<file path="src/hw/rtl/rcs_pkg.sv">
// rcs_pkg: shared types and constants for the rgb contrast stretch block
// used by rcs_lane, rcs_merge, rgb_contrast_stretch_top and its checker

package rcs_pkg;

    localparam int unsigned SAMPLE_W   = 8;
    localparam int unsigned DIV_STEPS  = SAMPLE_W;
    localparam int unsigned STEP_W     = $clog2(DIV_STEPS);
    localparam logic [SAMPLE_W-1:0] FULL_SCALE = 8'd255;

    localparam logic CMD_MEASURE = 1'b0;
    localparam logic CMD_APPLY   = 1'b1;

    typedef enum logic [1:0] {
        ST_IDLE,
        ST_DIV,
        ST_DONE
    } t_state;

    typedef struct packed {
        logic measure;
        logic restart;
        logic load;
        logic step;
    } t_lane_ctrl;

endpackage

</file>
<file path="src/hw/rtl/rgb_contrast_stretch_top.sv">
// rgb_contrast_stretch_top: per-channel min/max contrast stretch of rgb pixels
// depends on rcs_pkg, rcs_lane, rcs_merge
//
// Input channel i_valid/o_ready carries a pixel with a command. A measure
// transfer (command 0) updates each channel's running min/max in the cycle
// it is taken; frame_start restarts min/max from that pixel. Measures are
// taken every cycle while idle with no result waiting, and give no output.
// An apply transfer (command 1) loads the three lanes, which divide
// (x-min)*255 by (max-min) side by side, one quotient bit per cycle, in
// the 8-step divider in each lane. The DONE state then moves the result
// into the output register and raises o_valid; no new pixel is taken
// until the sequencer is back in idle.
// Output channel o_valid/i_ready holds the pixel until it is taken; while
// it waits the input is held off, and a new pixel is taken once the
// pending result is taken in the same cycle or earlier.
// Reset (i_rst_n low, synchronous) empties the output register, returns the
// sequencer to idle and sets every min to 255 and every max to 0, so an
// apply before any measure gives zeros.

module rgb_contrast_stretch_top (
    input  logic                          i_clk,
    input  logic                          i_rst_n,
    input  logic                          i_valid,
    output logic                          o_ready,
    input  logic                          i_command,
    input  logic                          i_frame_start,
    input  logic [rcs_pkg::SAMPLE_W-1:0]  i_red,
    input  logic [rcs_pkg::SAMPLE_W-1:0]  i_green,
    input  logic [rcs_pkg::SAMPLE_W-1:0]  i_blue,
    output logic                          o_valid,
    input  logic                          i_ready,
    output logic [rcs_pkg::SAMPLE_W-1:0]  o_red_out,
    output logic [rcs_pkg::SAMPLE_W-1:0]  o_green_out,
    output logic [rcs_pkg::SAMPLE_W-1:0]  o_blue_out
);

    rcs_pkg::t_state              r_state;
    rcs_pkg::t_state              n_state;
    logic [rcs_pkg::STEP_W-1:0]   r_cnt;
    logic [rcs_pkg::STEP_W-1:0]   n_cnt;
    rcs_pkg::t_lane_ctrl          ctrl;
    logic                         take;
    logic                         out_load;
    logic                         out_valid;
    logic [rcs_pkg::SAMPLE_W-1:0] red_q;
    logic [rcs_pkg::SAMPLE_W-1:0] green_q;
    logic [rcs_pkg::SAMPLE_W-1:0] blue_q;

    assign o_ready = (r_state == rcs_pkg::ST_IDLE) && (!out_valid || i_ready);
    assign take    = i_valid && o_ready;

    always_comb begin
        n_state = r_state;
        n_cnt   = r_cnt;
        unique case (r_state)
            rcs_pkg::ST_IDLE: begin
                n_cnt = '0;
                if (take && i_command == rcs_pkg::CMD_APPLY) n_state = rcs_pkg::ST_DIV;
            end
            rcs_pkg::ST_DIV: begin
                n_cnt = r_cnt + 1'b1;
                if (r_cnt == rcs_pkg::STEP_W'(rcs_pkg::DIV_STEPS - 1)) begin
                    n_state = rcs_pkg::ST_DONE;
                end
            end
            rcs_pkg::ST_DONE: begin
                n_state = rcs_pkg::ST_IDLE;
            end
            default: n_state = rcs_pkg::ST_IDLE;
        endcase
    end

    always_comb begin
        ctrl.measure = 1'b0;
        ctrl.restart = i_frame_start;
        ctrl.load    = 1'b0;
        ctrl.step    = 1'b0;
        out_load     = 1'b0;
        unique case (r_state)
            rcs_pkg::ST_IDLE: begin
                ctrl.measure = take && (i_command == rcs_pkg::CMD_MEASURE);
                ctrl.load    = take && (i_command == rcs_pkg::CMD_APPLY);
            end
            rcs_pkg::ST_DIV:  ctrl.step = 1'b1;
            rcs_pkg::ST_DONE: out_load  = 1'b1;
            default: ;
        endcase
    end

    always_ff @(posedge i_clk) begin
        if (!i_rst_n) begin
            r_state <= rcs_pkg::ST_IDLE;
            r_cnt   <= '0;
        end else begin
            r_state <= n_state;
            r_cnt   <= n_cnt;
        end
    end

    rcs_lane u_lane_red (
        .i_clk    (i_clk),
        .i_rst_n  (i_rst_n),
        .i_ctrl   (ctrl),
        .i_sample (i_red),
        .o_result (red_q)
    );

    rcs_lane u_lane_green (
        .i_clk    (i_clk),
        .i_rst_n  (i_rst_n),
        .i_ctrl   (ctrl),
        .i_sample (i_green),
        .o_result (green_q)
    );

    rcs_lane u_lane_blue (
        .i_clk    (i_clk),
        .i_rst_n  (i_rst_n),
        .i_ctrl   (ctrl),
        .i_sample (i_blue),
        .o_result (blue_q)
    );

    rcs_merge u_merge (
        .i_clk       (i_clk),
        .i_rst_n     (i_rst_n),
        .i_load      (out_load),
        .i_red       (red_q),
        .i_green     (green_q),
        .i_blue      (blue_q),
        .o_valid     (out_valid),
        .i_ready     (i_ready),
        .o_red_out   (o_red_out),
        .o_green_out (o_green_out),
        .o_blue_out  (o_blue_out)
    );

    assign o_valid = out_valid;

endmodule

</file>
<file path="src/hw/rtl/rcs_lane.sv">
// rcs_lane: one color channel, running min/max and a radix-2 restoring divider
// depends on rcs_pkg

module rcs_lane (
    input  logic                          i_clk,
    input  logic                          i_rst_n,
    input  rcs_pkg::t_lane_ctrl           i_ctrl,
    input  logic [rcs_pkg::SAMPLE_W-1:0]  i_sample,
    output logic [rcs_pkg::SAMPLE_W-1:0]  o_result
);

    localparam int unsigned W = rcs_pkg::SAMPLE_W;

    logic [W-1:0]   r_min;
    logic [W-1:0]   r_max;
    logic [W-1:0]   r_rng;
    logic [W-1:0]   r_rem;
    logic [W-1:0]   r_sh;
    logic           r_zero;
    logic           r_full;

    logic [W-1:0]   diff;
    logic [2*W-1:0] num;
    logic [W:0]     trial;
    logic           qbit;

    always_comb begin
        diff  = i_sample - r_min;
        num   = {diff, {W{1'b0}}} - {{W{1'b0}}, diff};
        trial = {r_rem, r_sh[W-1]};
        qbit  = trial >= {1'b0, r_rng};
    end

    always_ff @(posedge i_clk) begin
        if (!i_rst_n) begin
            r_min <= rcs_pkg::FULL_SCALE;
            r_max <= '0;
        end else if (i_ctrl.measure) begin
            if (i_ctrl.restart) begin
                r_min <= i_sample;
                r_max <= i_sample;
            end else begin
                if (i_sample < r_min) r_min <= i_sample;
                if (i_sample > r_max) r_max <= i_sample;
            end
        end
    end

    always_ff @(posedge i_clk) begin
        if (i_ctrl.load) begin
            r_rng  <= r_max - r_min;
            r_rem  <= num[2*W-1:W];
            r_sh   <= num[W-1:0];
            r_zero <= (r_max <= r_min) || (i_sample <= r_min);
            r_full <= i_sample >= r_max;
        end else if (i_ctrl.step) begin
            if (qbit) begin
                r_rem <= trial[W-1:0] - r_rng;
            end else begin
                r_rem <= trial[W-1:0];
            end
            r_sh <= {r_sh[W-2:0], qbit};
        end
    end

    assign o_result = r_zero ? '0 : (r_full ? rcs_pkg::FULL_SCALE : r_sh);

endmodule

</file>
<file path="src/hw/rtl/rcs_merge.sv">
// rcs_merge: gathers the three lane results into the output register
// depends on rcs_pkg

module rcs_merge (
    input  logic                          i_clk,
    input  logic                          i_rst_n,
    input  logic                          i_load,
    input  logic [rcs_pkg::SAMPLE_W-1:0]  i_red,
    input  logic [rcs_pkg::SAMPLE_W-1:0]  i_green,
    input  logic [rcs_pkg::SAMPLE_W-1:0]  i_blue,
    output logic                          o_valid,
    input  logic                          i_ready,
    output logic [rcs_pkg::SAMPLE_W-1:0]  o_red_out,
    output logic [rcs_pkg::SAMPLE_W-1:0]  o_green_out,
    output logic [rcs_pkg::SAMPLE_W-1:0]  o_blue_out
);

    logic                         r_valid;
    logic [rcs_pkg::SAMPLE_W-1:0] r_red;
    logic [rcs_pkg::SAMPLE_W-1:0] r_green;
    logic [rcs_pkg::SAMPLE_W-1:0] r_blue;

    always_ff @(posedge i_clk) begin
        if (!i_rst_n) begin
            r_valid <= 1'b0;
        end else if (i_load) begin
            r_valid <= 1'b1;
        end else if (i_ready) begin
            r_valid <= 1'b0;
        end
    end

    always_ff @(posedge i_clk) begin
        if (i_load) begin
            r_red   <= i_red;
            r_green <= i_green;
            r_blue  <= i_blue;
        end
    end

    assign o_valid     = r_valid;
    assign o_red_out   = r_red;
    assign o_green_out = r_green;
    assign o_blue_out  = r_blue;

endmodule

</file>
<file path="config.mk">
export PLATFORM = sky130hd
export DESIGN_NAME = rgb_contrast_stretch_top
export DESIGN_NICKNAME = d
export VERILOG_FILES = /design/src/hw/rtl/rcs_pkg.sv /design/src/hw/rtl/rgb_contrast_stretch_top.sv /design/src/hw/rtl/rcs_lane.sv /design/src/hw/rtl/rcs_merge.sv
export SDC_FILE = /design/constraint.sdc
export NUM_CORES = 1
export LEC_CHECK = 0
export BUFFER_PORTS_ARGS = -buffer_cell sky130_fd_sc_hd__buf_2
export CAP_MARGIN = 20
export CELL_PAD_IN_SITES_DETAIL_PLACEMENT = 1
export CELL_PAD_IN_SITES_GLOBAL_PLACEMENT = 2
export CORE_MARGIN = 1
export CORE_UTILIZATION = 40
export CTS_CLUSTER_SIZE = 12
export DETAILED_ROUTE_END_ITERATION = 16
export PLACE_DENSITY = 0.86
export SYNTH_ARGS = -nofsm -noshare
export SYNTH_HDL_FRONTEND = slang
export SYNTH_SLANG_ARGS = --single-unit
</file>
<file path="constraint.sdc">
create_clock -name i_clk -period 3.3 [get_ports i_clk]
set_clock_uncertainty 0.1 [all_clocks]
set_input_delay 0.33 -clock i_clk [delete_from_list [all_inputs] [get_ports i_clk]]
set_output_delay 0.33 -clock i_clk [all_outputs]
set_load 0.02 [all_outputs]
</file>
Yosys cells after proc, flatten, opt, wreduce, memory -nomap -nowiden
Cells that the tools add are included.

word-level totals
  register bits after elaboration = 156
  input port bits = 30
  output and inout port bits = 26
  logic and storage cells = 130

cells by class
  add/sub/neg operators = 13
  order comparisons = 18
  equal/unequal tests = 5
  mux-type cells = 40
  bitwise operators = 1
  reduce and logical (&&, ||, !) cells = 26

operator list
  cell                                           number
  two-way mux 8 bit                              30
  subtractor 8 bit                               9
  <= comparator 8 bit                            6
  subtractor 16 x 8 -> 16 bit                    3
  >= comparator 9 x 8 -> 1 bit                   3
  >= comparator 8 bit                            3
  > comparator 8 bit                             3
  less-than comparator 8 bit                     3
  nonzero test 2 bit                             9
  AND reduction 2 bit                            7
  two-way mux 1 bit                              6
  case mux 3 bit (2 select lines)                1
  logical AND 1 bit                              4
  logical OR 1 bit                               4
  two-way mux 2 bit                              2
  case mux 2 bit (2 select lines)                1
  adder 3 x 1 -> 3 bit, second input constant    1
  == test 3 bit, second input constant           1
  == test 2 x 1 -> 1 bit, second input constant  1
  == test 2 bit, second input constant           1
  logical NOT 2 bit                              1
  != test 2 x 1 -> 1 bit, second input constant  1
  != test 2 bit, second input constant           1
  logical NOT 1 bit                              1
  inverter 1 bit                                 1

Depth between registers and ports, before layout
Gate-level depths: netlist of run 1.

  depth in word-level cells = 7
  gate-level depth with buffers = 11
  depth with buffers taken out = 11

Hierarchy
From an unflattened synthesis of run 1, not the netlist that was laid out.

unflattened totals
  cells, all modules = 1,191
  area total of the unflattened synthesis = 11,080.6 sq um

modules (own cells, without submodules)
  module                       instances  cells an instance  area an instance (sq um)  sequential area each (sq um)
  rcs_lane (u_lane_green ...)  2          375                3,296.9                   1,101.1
  rcs_lane (u_lane_blue)       1          386                3,438.3                   1,101.1
  rcs_merge                    1          27                 762.0                     740.7
  rgb_contrast_stretch_top     1          28                 286.5                     100.1

Least setup slack after synthesis of run 1
OpenSTA, ideal clock, no wires.

  path type = flip-flop to flip-flop
  start = register u_merge.r_valid (netlist: u_merge.o_valid)
  end = register u_lane_blue.r_rem[0] (enable)
  setup time = 0.406 ns
  data arrival time = 2.761 ns
  data required time = 2.794 ns
  slack = 0.033 ns
  cell stages (with the launch flop) = 7
  buffers on the path = 2
  period minus slack after synthesis = 3.267 ns
  path through = dfxtp_1 -> nor2b_1 -> nor3_1 -> nand3_1 -> clkbuf_1 -> clkbuf_1 -> nand2_1

on the way
  cells in the longest elaborated chain, start to end = 7

RTL lines
  what                                 RTL line                        RTL
  start, declared                      rcs_merge.sv:18                 logic r_valid;
  start signal, assigned               rcs_merge.sv:25                 r_valid <= 1'b0;
  start signal, assigned               rcs_merge.sv:27                 r_valid <= 1'b1;
  start signal, assigned               rcs_merge.sv:29                 r_valid <= 1'b0;
  logical NOT 1 bit                    rgb_contrast_stretch_top.sv:49  assign o_ready = (r_state == rcs_pkg::ST_IDLE) && (!out_valid || i_ready);
  logical OR 1 bit                     rgb_contrast_stretch_top.sv:49
  logical AND 1 bit                    rgb_contrast_stretch_top.sv:49
  via o_ready                          rgb_contrast_stretch_top.sv:24  output logic o_ready,
  logical AND 1 bit                    rgb_contrast_stretch_top.sv:50  assign take = i_valid && o_ready;
  logical AND 1 bit                    rgb_contrast_stretch_top.sv:82  ctrl.load = take && (i_command == rcs_pkg::CMD_APPLY);
  two-way mux 1 bit                    rgb_contrast_stretch_top.sv:79  unique case (r_state)
  nonzero test 2 bit (no source line)  n/a
  end signal, assigned                 rcs_lane.sv:52                  r_rem <= num[2*W-1:W];
  end signal, assigned                 rcs_lane.sv:58                  r_rem <= trial[W-1:0] - r_rng;
  end signal, assigned                 rcs_lane.sv:60                  r_rem <= trial[W-1:0];
  end, declared                        rcs_lane.sv:17                  logic [W-1:0] r_rem;

The timed path passes the listed nets, and every way through them passes these cells.
A chain may end at the register's enable or synchronous reset.

Worst setup path in the final report of run 1
  start = register u_lane_green.r_min[4]
  end = register u_lane_green.r_rem[3] (data pin)

on the way
  cells in the longest elaborated chain, start to end = 3

RTL lines
  what                         RTL line        RTL
  start, declared              rcs_lane.sv:14  logic [W-1:0] r_min;
  start signal, assigned       rcs_lane.sv:36  r_min <= rcs_pkg::FULL_SCALE;
  start signal, assigned       rcs_lane.sv:40  r_min <= i_sample;
  start signal, assigned       rcs_lane.sv:43  if (i_sample < r_min) r_min <= i_sample;
  subtractor 8 bit             rcs_lane.sv:28  diff = i_sample - r_min;
  subtractor 16 x 8 -> 16 bit  rcs_lane.sv:29  num = {diff, {W{1'b0}}} - {{W{1'b0}}, diff};
  two-way mux 8 bit            rcs_lane.sv:50  if (i_ctrl.load) begin
  end signal, assigned         rcs_lane.sv:52
  end signal, assigned         rcs_lane.sv:58
  end signal, assigned         rcs_lane.sv:60
  end, declared                rcs_lane.sv:17

Every way passes these cells.

==> results of run 1 <==
[per-layer routing]
layer  track usage (%)  part of all wire [%]  routed length (um)
met5                 0                     0                   0
met4              4.39                  0.98                 273
met3              3.24                   2.9                 801
met2              31.5                    44               12300
met1              30.0                    52               14600
[final timing paths]
kind                              start               endpoint  slack (ns)
setup / recovery  u_lane_green.r_min[4]  u_lane_green.r_rem[3]        0.22
hold / removal                i_blue[0]   u_lane_blue.r_min[0]        0.03
setup reg to reg  u_lane_green.r_min[4]  u_lane_green.r_rem[3]        0.22
hold reg to reg     u_lane_red.r_max[0]    u_lane_red.r_max[0]        0.39
[stage by stage]
| stage | utilization, % | cell area [um^2] |
|---|---|---|
| finish | 45.7 | 12300 |
| floorplan | - | 10900 |
| global route | 45.7 | 12300 |
| detailed placement | 43.3 | 11600 |
| CTS | 45.7 | 12300 |
| global placement | 43.3 | 11600 |
[kinds of logic after synthesis]
logic type | after synthesis
and+or+nand+nor | 400
AOI/OAI and AO/OA | 274
DFF | 156
buffers and inverters | 152
adders and majority gates | 110
muxes | 55
xor gates and xnor gates | 34
[layout by cell type, fill, tap and decap left out, types with 26 or more instances in the layout]
master and count:
buf_2 55, o21a_1 30, mux2i_1 52, a21oi_1 45, nor2b_1 80, nor2_1 104, nand2_1 86, edfxtp_1 102
dfxtp_1 54, o21ai_0 60, inv_1 109, ha_1 101, xnor2_1 26
[cell usage after synthesis, drive strengths merged (13+ instances only)]
cell type and n:
dfxtp 54, a21o 15, nand3 20, clkbuf 31
nor3 19, nand4 16, nor2b 81, nor2 104
o21ai 66, ha 101, inv 110, mux2i 52
nand2 87, xnor2 26, edfxtp 102, o21a 30
a21oi 46, o22ai 13, o211ai 13
[report_power, final]
part	internal, uW	total (uW)	switching (uW)
logic	782	1870	1090
clock network	1360	2250	893
registers	2310	2410	105
[area by class of cell]
cell class	instances	area (um^2)	area share, %
Clock inverter	15	234	1.90
Timing Repair Buffer	75	438	3.56
Inverter	110	413	3.36
Tap cell	341	427	3.47
Sequential cell	156	4140	33.7
Multi-Input combinational cell	873	6210	50.5
Clock buffer	17	425	3.46
[worst reg2reg max path, delay by kind of cell (launching register included)]
kind,cells,cell delay (ns)
AO/OA/AOI/OAI,3,0.71
AND/OR/NAND/NOR,3,1.16
flip-flops,1,0.35
adder cells (fa/ha/maj),1,0.44
buffers and inverters,1,0.07
==> qor.json, run 1 <==
{
  "synth-edff-count": 102,
  "clkSinkCount": 156,
  "p_total_uw": 6540,
  "design.die.area_um2": 28000,
  "cp_max_fo": 9,
  "vdd_ir_drop_max_v": 0.000264,
  "io_buffer_count": 55,
  "tightestPinTransition_ns": 1.02,
  "routabilityCongestion": 0.816,
  "post_cts.resized_instances": 0,
  "mux_cell_area_share_after_synthesis_pct": 5.06,
  "synthDistinctLibCells": 74,
  "post_synth_inst_count": 1181,
  "synth_area_um2": 10900,
  "synth_simple_gate_area_share_pct": 18.7,
  "crit_chain": "inv_1, ha_1, nor2_1, a2111oi_2, or3b_1, or4b_1, o211ai_1, o21ai_1",
  "timing.critical_path.required_ns": 3.38,
  "setup_viol": 0,
  "route.final.wire_length_mm": 28.0,
  "yosys-top-cells-area": "edfxtp_1 (28%), ha_1 (12%), dfxtp_1 (9.9%)",
  "timing.final.hold_violations": 0,
  "post-route-min-period_ns": 3.08,
  "height_of_the_chip_um": 167,
  "synth_fa_ha_area_share_pct": 13.2,
  "drt.antenna.violating_nets": 0,
  "diodes": 0,
  "maxSlewHeadroom_pct": 31.7,
  "cp_num_cells": 8,
  "drv_cap": 0,
  "drcViolationCount": 0,
  "detailed_place_hpwl_mm": 21.4,
  "initial_utilization_pct": 40.7,
  "cp.buffers_inverters": 1,
  "outcome": "completed",
  "ioPinCount": 56,
  "critical_path_type": "flop to flop",
  "die-width_um": 167,
  "end_kind": "flop",
  "power.density_nw_per_um2": 532,
  "worst_slack_ns": 0.222,
  "post-place-ws_ns": 0.110,
  "synth.ff_latch_count": 156,
  "ys_seq_area_share_pct": 37.9,
  "area_delta_synth_final_pct": 12.3,
  "holdWs_ns": 0.0296,
  "postCtsSetupBuffers": 0,
  "leakage_uw": 0.00516,
  "final_max_slew_viol_count": 0,
  "final_min_period_over_clock_period_pct": 93.3,
  "clk-insertion-delay-late_ns": 0.44,
  "syn-num-nets": 1321,
  "critPathArrivalTime_ns": 3.16,
  "post_drt_via_cell_ratio": 5.48,
  "critical_path.max_stage_delay_ns": 0.61,
  "tritoncts_clock_tree": "yes",
  "min_path_type": "input pin to flop",
  "ys_warn_count": 0,
  "fp-row-count": 60,
  "core_um2": 26900,
  "yosys.area_share.xor_xnor_pct": 2.72,
  "worst_setup_path_start_kind": "flop",
  "grt_pass1_vias": 8778,
  "grt_pass1_wl_mm": 45.8,
  "crit_path_top_delay_cell": "or4b_1",
  "setup_tns_ns": 0,
  "antenna_violations_before_repair": 1,
  "cts_buffer_depth": 2,
  "cts_buffers": 17,
  "dr_total_vias": 8704,
  "ctsHtreeMaxLevel": 4,
  "root_buffer": "clkbuf_16",
  "yosysTopAreaCell": "edfxtp_1",
  "global_route.usage.total_pct": 20.4,
  "router_iterations_before_antenna_repair": 4,
  "timing.hold.worst_path_depth": 3,
  "timing.reg2reg.worst_path_depth": 8,
  "dr.first_iter.drc_count": 379,
  "grt_overflow_total": 0,
  "area_fraction_in_compound_gates_after_synthesis_pct": 16.9,
  "syn_area_per_cell_um2": 9.27,
  "cts.reportedPaths.clkPinSlew_ns": 0.07,
  "layout-drive-gt1-share_pct": 10.6,
  "final.fill_count": 3117,
  "place_inst": 1555,
  "fin_nets": 1373,
  "cp_top_family": "simple AND/OR/NAND/NOR gates",
  "rsz0062_at_grt": "false",
  "synth-async-reset-ratio_pct": 0,
  "holdBufCountCts": 0,
  "drt-wirelength-per-cell_um": 17.6,
  "synth_top_cell_area_share_pct": 28.0,
  "maximum_number_of_pins_on_one_net_before_global_route_repair": 72,
  "top_achievable_clock_speed_mhz": 325,
  "yosys_most_used_dff": "edfxtp_1",
  "stdcell_count": 1587,
  "dominant_combinational_cell_family_by_area_after_synthesis": "simple AND/OR/NAND/NOR gates"
}
(Power assumes the default switching activity.)
==> run 2, diff against run 1 <==
--- a/config.mk
+++ b/config.mk
@@ -10,10 +10,10 @@
 export CELL_PAD_IN_SITES_DETAIL_PLACEMENT = 1
 export CELL_PAD_IN_SITES_GLOBAL_PLACEMENT = 2
 export CORE_MARGIN = 1
-export CORE_UTILIZATION = 40
+export CORE_UTILIZATION = 36
 export CTS_CLUSTER_SIZE = 12
 export DETAILED_ROUTE_END_ITERATION = 16
-export PLACE_DENSITY = 0.86
+export PLACE_DENSITY = 0.82
 export SYNTH_ARGS = -nofsm -noshare
 export SYNTH_HDL_FRONTEND = slang
 export SYNTH_SLANG_ARGS = --single-unit
==> constraint.sdc (replaced) <==
create_clock -name i_clk -period 2.8 [get_ports i_clk]
set_clock_uncertainty 0.1 [all_clocks]
set_input_delay 0.28 -clock i_clk [delete_from_list [all_inputs] [get_ports i_clk]]
set_output_delay 0.28 -clock i_clk [all_outputs]
set_load 0.02 [all_outputs]
==> run 2 against run 1 <==
Against the previous run:
- global-route usage down 1.4 points
- routed wire length up 3.6%
- worst setup slack worse by 0.17 ns
- cell count up 7.8%
- sequential share of layout area down 1.8 points
- highest routed layer is now met5
- sequential power up 18%
- core utilization down 2.1 points
- cell area up 5.7%
- die area up 11%
- flip-flop and latch count unchanged
- maximum frequency up 12%
- clock power down 3%
==> qor.json, run 2 (synthesis results as in run 1) <==
{
  "maximum_number_of_pins_on_one_net_before_global_route_repair": {"value": 49, "change": "-32%"},
  "min_path_type": "input pin to flop",
  "tightestPinTransition": {"value": 0.694, "unit": "ns", "change": "-0.331 ns"},
  "holdWs": {"value": 0.0512, "unit": "ns", "change": "+0.0216 ns"},
  "most-common-layout-cells": "inv_1 (104), nor2_1 (104), edfxtp_1 (102), ha_1 (95), buf_4 (91)",
  "vdd_ir_drop_max": {"value": 0.000318, "unit": "V", "change": "+20%"},
  "dr_total_vias": {"value": 8958, "change": "+2.9%"},
  "antenna_violations_before_repair": {"value": 1, "change": "unchanged"},
  "diodes": {"value": 0, "change": "unchanged"},
  "height_of_the_chip": {"value": 176, "unit": "um", "change": "+5.3%"},
  "final_min_period_over_clock_period": {"value": 98.0, "unit": "%", "change": "+4.7 points"},
  "p_total": {"value": 7520, "unit": "uW", "change": "+15%"},
  "global_route.usage.total": {"value": 19.0, "unit": "%", "change": "-1.4 points"},
  "fp-row-count": {"value": 63, "change": "+5.0%"},
  "drcViolationCount": {"value": 0, "change": "unchanged"},
  "post_drt_via_cell_ratio": {"value": 5.24, "change": "-4.5%"},
  "drt.antenna.violating_nets": {"value": 0, "change": "unchanged"},
  "cts.reportedPaths.clkPinSlew": {"value": 0.07, "unit": "ns", "change": "about the same"},
  "top_achievable_clock_speed": {"value": 364, "unit": "MHz", "change": "+12%"},
  "cp_max_fo": {"value": 5, "change": "-4"},
  "core": {"value": 29800, "unit": "um^2", "change": "+11%"},
  "tritoncts_clock_tree": "yes",
  "dr.first_iter.drc_count": {"value": 475, "change": "+25%"},
  "io_buffer_count": {"value": 55, "change": "unchanged"},
  "multi_input_comb_area": {"value": 6390, "unit": "um^2", "change": "+2.9%"},
  "route.final.wire_length": {"value": 29.0, "unit": "mm", "change": "+3.6%"},
  "post-route-min-period": {"value": 2.74, "unit": "ns", "change": "-0.334 ns"},
  "ctsHtreeMaxLevel": {"value": 4, "change": "unchanged"},
  "grt_overflow_total": {"value": 0, "change": "unchanged"},
  "layout-drive-gt1-share": {"value": 18.2, "unit": "%", "change": "+7.6 points"},
  "grt_pass1_wl": {"value": 47.0, "unit": "mm", "change": "+2.8%"},
  "root_buffer": "clkbuf_16",
  "router_iterations_before_antenna_repair": {"value": 6, "change": "+2"},
  "power.density": {"value": 579, "unit": "nW/um^2", "change": "+8.7%"},
  "fin_nets": {"value": 1448, "change": "+5.5%"},
  "worst_setup_path_start_kind": "flop",
  "final.fill_count": {"value": 3494, "change": "+12%"},
  "routabilityCongestion": {"value": 0.825, "change": "+1.2%"},
  "timing.critical_path.required": {"value": 2.88, "unit": "ns", "change": "-0.50 ns"},
  "outcome": "completed",
  "die-width": {"value": 176, "unit": "um", "change": "+5.3%"},
  "clkSinkCount": {"value": 156, "change": "unchanged"},
  "grt_pass1_vias": {"value": 9025, "change": "+2.8%"},
  "cts_buffer_depth": {"value": 2, "change": "unchanged"},
  "clk-insertion-delay-late": {"value": 0.43, "unit": "ns", "change": "about the same"},
  "initial_utilization": {"value": 36.7, "unit": "%", "change": "-4.0 points"},
  "final_max_slew_viol_count": {"value": 0, "change": "unchanged"},
  "cts_buffers": {"value": 17, "change": "unchanged"},
  "maxSlewHeadroom": {"value": 53.8, "unit": "%", "change": "+22 points"},
  "ioPinCount": {"value": 56, "change": "unchanged"},
  "timing.final.hold_violations": {"value": 0, "change": "unchanged"},
  "critPathArrivalTime": {"value": 2.82, "unit": "ns", "change": "-0.34 ns"},
  "design.die.area": {"value": 31100, "unit": "um^2", "change": "+11%"},
  "leakage": {"value": 0.00546, "unit": "uW", "change": "+5.8%"},
  "area_delta_synth_final_pct": 18.6,
  "end_kind": "flop",
  "register_area": {"value": 4150, "unit": "um^2", "change": "+0.12%"},
  "detailed_place_hpwl": {"value": 22.6, "unit": "mm", "change": "+5.3%"},
  "drv_cap": {"value": 0, "change": "unchanged"},
  "drt-wirelength-per-cell": {"value": 16.9, "unit": "um", "change": "-3.9%"},
  "critical_path_type": "flop to flop",
  "setup_viol": {"value": 0, "change": "unchanged"}
}
==> run 2: cell count changes in the layout (fill, tap and decap cells not counted), sizes merged <==
cell,delta
dlygate4sd3,+2
buf,+73
clkinvlp,+4
clkbuf,+1
bufinv,-5
==> run 2: report_power, final <==
group,leakage [uW],switching [uW],internal [uW],total [uW]
clock,0.000248,1040,1150,2190
combinational,0.00382,1360,1120,2480
sequential,0.00139,129,2720,2850
==> run 2: metrics by stage <==
step / setup TNS, ns / instance area [um^2] / utilization (%) / setup slack (ns) / instances
finish: 0 / 13000 / 43.6 / 0.0557 / 1711
global placement: -0.467 / 12200 / 41.0 / -0.137 / 1673
detailed placement: -1.98 / 12200 / 41.0 / -0.225 / 1673
CTS: -0.00313 / 12800 / 43.0 / -0.00313 / 1707
floorplan: 0 / 11000 / - / 0.0124 / 1181
global route: -0.0481 / 13000 / 43.6 / -0.0271 / 1711
==> run 2: critical path, stage by stage, from the launching register on <==
cell       delay [ns]
dfxtp_2          0.33
inv_2            0.05
ha_4             0.22
buf_6            0.13
a2111oi_4        0.38
or3b_4           0.44
or4b_4           0.57
o211ai_1         0.18
o21ai_1          0.08
==> run 2: per-layer routing <==
layer	vias to the layer above	GRT usage (%)	wire, um
met1	4332	27.4	14800
met5	-	0	8
li1	4493	-	-
met2	112	30.1	13200
met3	19	2.67	733
met4	2	4.27	288
==> run 2: path summary, 6_finish.rpt <==
check / startpoint / endpoint / slack [ns] / depth (start not counted)
min reg2reg: u_lane_red.r_max[0] / u_lane_red.r_max[0] / 0.39 / 2
max: u_lane_green.r_min[5] / u_lane_green.r_rem[3] / 0.06 / 8
min: i_red[4] / u_lane_red.r_max[4] / 0.05 / 3
max reg2reg: u_lane_green.r_min[5] / u_lane_green.r_rem[3] / 0.06 / 8
==> run 2: timing repair <==
item | CTS | global route
hold buffers | 2 | 0
endpoints found under the hold margin | 2 | 0
endpoints found under the setup margin | 8 | 18
gates resized for setup | 10 | 32
pin swaps | 1 | 8
buffers inserted | 0 | 4
==> run 2: cell type report <==
type / count / area share (%)
timing repair buffer: 150 / 7.77
multi-input combinational: 873 / 49.2
clock inverter: 14 / 0.857
clock buffer: 18 / 3.30
sequential: 156 / 31.9
inverter: 110 / 3.18
tap: 390 / 3.76
==> run 3, diff against run 2 <==
--- a/config.mk
+++ b/config.mk
@@ -5,15 +5,15 @@
 export SDC_FILE = /design/constraint.sdc
 export NUM_CORES = 1
 export LEC_CHECK = 0
-export BUFFER_PORTS_ARGS = -buffer_cell sky130_fd_sc_hd__buf_2
 export CAP_MARGIN = 20
 export CELL_PAD_IN_SITES_DETAIL_PLACEMENT = 1
 export CELL_PAD_IN_SITES_GLOBAL_PLACEMENT = 2
 export CORE_MARGIN = 1
-export CORE_UTILIZATION = 36
+export CORE_UTILIZATION = 37
 export CTS_CLUSTER_SIZE = 12
 export DETAILED_ROUTE_END_ITERATION = 16
-export PLACE_DENSITY = 0.82
+export DONT_BUFFER_PORTS = 1
+export PLACE_DENSITY = 0.81
 export SYNTH_ARGS = -nofsm -noshare
 export SYNTH_HDL_FRONTEND = slang
 export SYNTH_SLANG_ARGS = --single-unit
==> constraint.sdc (replaced) <==
create_clock -name i_clk -period 2.25 [get_ports i_clk]
set_clock_uncertainty 0.1 [all_clocks]
set_input_delay 0.225 -clock i_clk [delete_from_list [all_inputs] [get_ports i_clk]]
set_output_delay 0.225 -clock i_clk [all_outputs]
set_load 0.02 [all_outputs]
==> run 3 against run 2 <==
Against the previous run:
- the flow now finishes with violations (setup timing)
- combinational power is 83% higher
- core utilization is 10 points higher
- sequential power is 25% higher
- hold slack worse by 0.022 ns
- critical path depth stayed put
- sequential share of layout area is 5.2 points lower
- routed wire length is 26% higher
- count of clock-buffer cells in the layout is 1 lower
- maximum frequency is 2.2% lower
- via count is 11% higher
- non-clock buffer count is 123 higher
- worst setup slack worse by 0.61 ns
==> qor.json, run 3 (synthesis results as in run 1) <==
{
  "ctsHtreeMaxLevel": {"value": 4, "change": "unchanged"},
  "final_max_slew_viol_count": {"value": 0, "change": "unchanged"},
  "drcViolationCount": {"value": 0, "change": "unchanged"},
  "global_route.usage.total": {"value": 22.8, "unit": "%", "change": "+3.8 points"},
  "min_from": "i_frame_start",
  "maxSlewHeadroom": {"value": 51.7, "unit": "%", "change": "-2.0 points"},
  "router_iterations_before_antenna_repair": {"value": 5, "change": "-1"},
  "critical_path_type": "flop to flop",
  "drv_cap": {"value": 0, "change": "unchanged"},
  "rsz0062_at_grt": "true",
  "setup_tns": {"value": -11.15, "unit": "ns", "change": "-11.15 ns"},
  "design.die.area": {"value": 30300, "unit": "um^2", "change": "-2.7%"},
  "dr.first_iter.drc_count": {"value": 550, "change": "+16%"},
  "power.density": {"value": 702, "unit": "nW/um^2", "change": "+21%"},
  "timing.critical_path.required": {"value": 2.35, "unit": "ns", "change": "-0.53 ns"},
  "routabilityCongestion": {"value": 0.821, "change": "-0.55%"},
  "route.final.wire_length": {"value": 36.5, "unit": "mm", "change": "+26%"},
  "initial_utilization": {"value": 37.8, "unit": "%", "change": "+1.1 points"},
  "min_path_type": "input pin to flop",
  "drt.antenna.violating_nets": {"value": 0, "change": "unchanged"},
  "outcome": "finished with violations",
  "core": {"value": 28900, "unit": "um^2", "change": "-2.9%"},
  "postLayoutCellArea": {"value": 15600, "unit": "um^2", "change": "+20%"},
  "height_of_the_chip": {"value": 174, "unit": "um", "change": "-1.3%"},
  "post_drt_via_cell_ratio": {"value": 5.44, "change": "+4.0%"},
  "root_buffer": "clkbuf_16",
  "dr_total_vias": {"value": 9950, "change": "+11%"},
  "io_buffer_count": {"value": 0, "change": "-100%"},
  "holdWs": {"value": 0.0293, "unit": "ns", "change": "-0.0220 ns"},
  "final_util": {"value": 53.9, "unit": "%", "change": "+10 points"},
  "failing_checks": "setup timing",
  "grt_pass1_wl": {"value": 55.0, "unit": "mm", "change": "+17%"},
  "timing.final.hold_violations": {"value": 0, "change": "unchanged"},
  "fp-row-count": {"value": 62, "change": "-1.6%"},
  "clk-insertion-delay-late": {"value": 0.45, "unit": "ns", "change": "+0.02 ns"},
  "layout-drive-gt1-share": {"value": 35.8, "unit": "%", "change": "+18 points"},
  "end_kind": "flop",
  "worst_setup_path_start_kind": "flop",
  "die-width": {"value": 174, "unit": "um", "change": "-1.3%"},
  "cp-startpoint": "u_lane_green.r_min[5]",
  "vdd_ir_drop_max": {"value": 0.000440, "unit": "V", "change": "+39%"},
  "most-common-layout-cells": "buf_4 (210), edfxtp_1 (102), nor2_1 (97), inv_1 (87), nand2_1 (76)",
  "regToRegStartpoint": "u_lane_green.r_min[5]",
  "ioPinCount": {"value": 56, "change": "unchanged"},
  "leakage": {"value": 0.00643, "unit": "uW", "change": "+18%"},
  "tightestPinTransition": {"value": 0.714, "unit": "ns", "change": "+0.0202 ns"},
  "cp_max_fo": {"value": 5, "change": "unchanged"},
  "final_min_period_over_clock_period": {"value": 125, "unit": "%", "change": "+27 points"},
  "register_area": {"value": 4160, "unit": "um^2", "change": "+0.30%"},
  "p_total": {"value": 10900, "unit": "uW", "change": "+45%"},
  "maximum_number_of_pins_on_one_net_before_global_route_repair": {"value": 79, "change": "+61%"},
  "area_delta_synth_final_pct": 42.3,
  "critPathArrivalTime": {"value": 2.90, "unit": "ns", "change": "+0.08 ns"},
  "worst_slack": {"value": -0.555, "unit": "ns", "change": "-0.611 ns"},
  "detailed_place_hpwl": {"value": 24.2, "unit": "mm", "change": "+7.2%"},
  "grt_pass1_vias": {"value": 10467, "change": "+16%"},
  "tritoncts_clock_tree": "yes",
  "cts_buffers": {"value": 17, "change": "unchanged"},
  "grt_overflow_total": {"value": 0, "change": "unchanged"},
  "post-route-min-period": {"value": 2.80, "unit": "ns", "change": "+0.0607 ns"},
  "multi_input_comb_area": {"value": 7640, "unit": "um^2", "change": "+20%"},
  "final.fill_count": {"value": 3115, "change": "-11%"},
  "clkSinkCount": {"value": 156, "change": "unchanged"},
  "antenna_violations_before_repair": {"value": 0, "change": "-1"},
  "fin_nets": {"value": 1571, "change": "+8.5%"},
  "place_area": {"value": 13200, "unit": "um^2", "change": "+8.3%"},
  "cts.reportedPaths.clkPinSlew": {"value": 0.07, "unit": "ns", "change": "about the same"},
  "cts_buffer_depth": {"value": 2, "change": "unchanged"},
  "top_achievable_clock_speed": {"value": 357, "unit": "MHz", "change": "-2.2%"},
  "mostFrequentLayoutCell": "buf_4",
  "setup_viol": {"value": 54, "change": "+54"},
  "drt-wirelength-per-cell": {"value": 20.0, "unit": "um", "change": "+18%"},
  "diodes": {"value": 0, "change": "unchanged"}
}
## run 3: cell types whose count changed in the layout (fill, tap and decap cells not counted), moves of 16 or more
cell / change
buf_2: -55
buf_4: +119
buf_6: +28
dlygate4sd3_1: +24
ha_1: -25
ha_4: +23
inv_1: -17
inv_2: +16
o21ai_0: -30
o21ai_2: +16
## run 3: final timing paths
check | to | slack [ns] | depth (start not counted)
max | u_lane_green.r_rem[3] | -0.55 | 8
min | u_lane_red.r_max[0] | 0.03 | 2
max reg2reg | u_lane_green.r_rem[3] | -0.55 | 8
min reg2reg | u_lane_red.r_max[2] | 0.41 | 2
## run 3: per-layer routing
layer  share of wire, %  GRT usage [%]  up-vias
li1                   -              -     4748
met1                 47           31.5     4950
met2                 48           37.1      201
met3                3.1           3.46       51
met4                1.7           5.92        0
met5                  0              0        -
## run 3: critical path, stage by stage, from the launching register on
cell       delay, ns
dfxtp_2         0.35
inv_2           0.05
ha_4            0.29
and3b_2         0.23
a2111oi_4       0.26
or3b_4          0.44
or4b_4          0.57
o211ai_1        0.18
o21ai_1         0.09
## run 3: stage by stage
stage,instances,setup slack (ns)
global placement,1732,-0.453
CTS,1819,-0.493
global route,1828,-0.609
finish,1828,-0.555
detailed placement,1732,-0.530
floorplan,1181,-0.441
## run 3: final cells by class
class	instances	area share (%)
Clock buffer	17	2.73
Clock inverter	15	0.819
Inverter	110	2.67
Multi-Input combinational cell	873	49.0
Sequential cell	156	26.7
Tap cell	384	3.08
Timing Repair Buffer	273	15.0
## run 3: timing repair
action,CTS,global route
endpoints found under the setup margin,64,101
cloned,0,1
hold buffers,27,0
pin swaps,64,73
buffers inserted,28,18
resized for setup,145,134
hold endpoints to repair,54,0
## run 3: power by group
part / switching [uW] / leakage (uW) / internal (uW)
logic: 2290 / 0.00478 / 2250
clock network: 1400 / 0.000262 / 1450
registers: 163 / 0.00139 / 3390
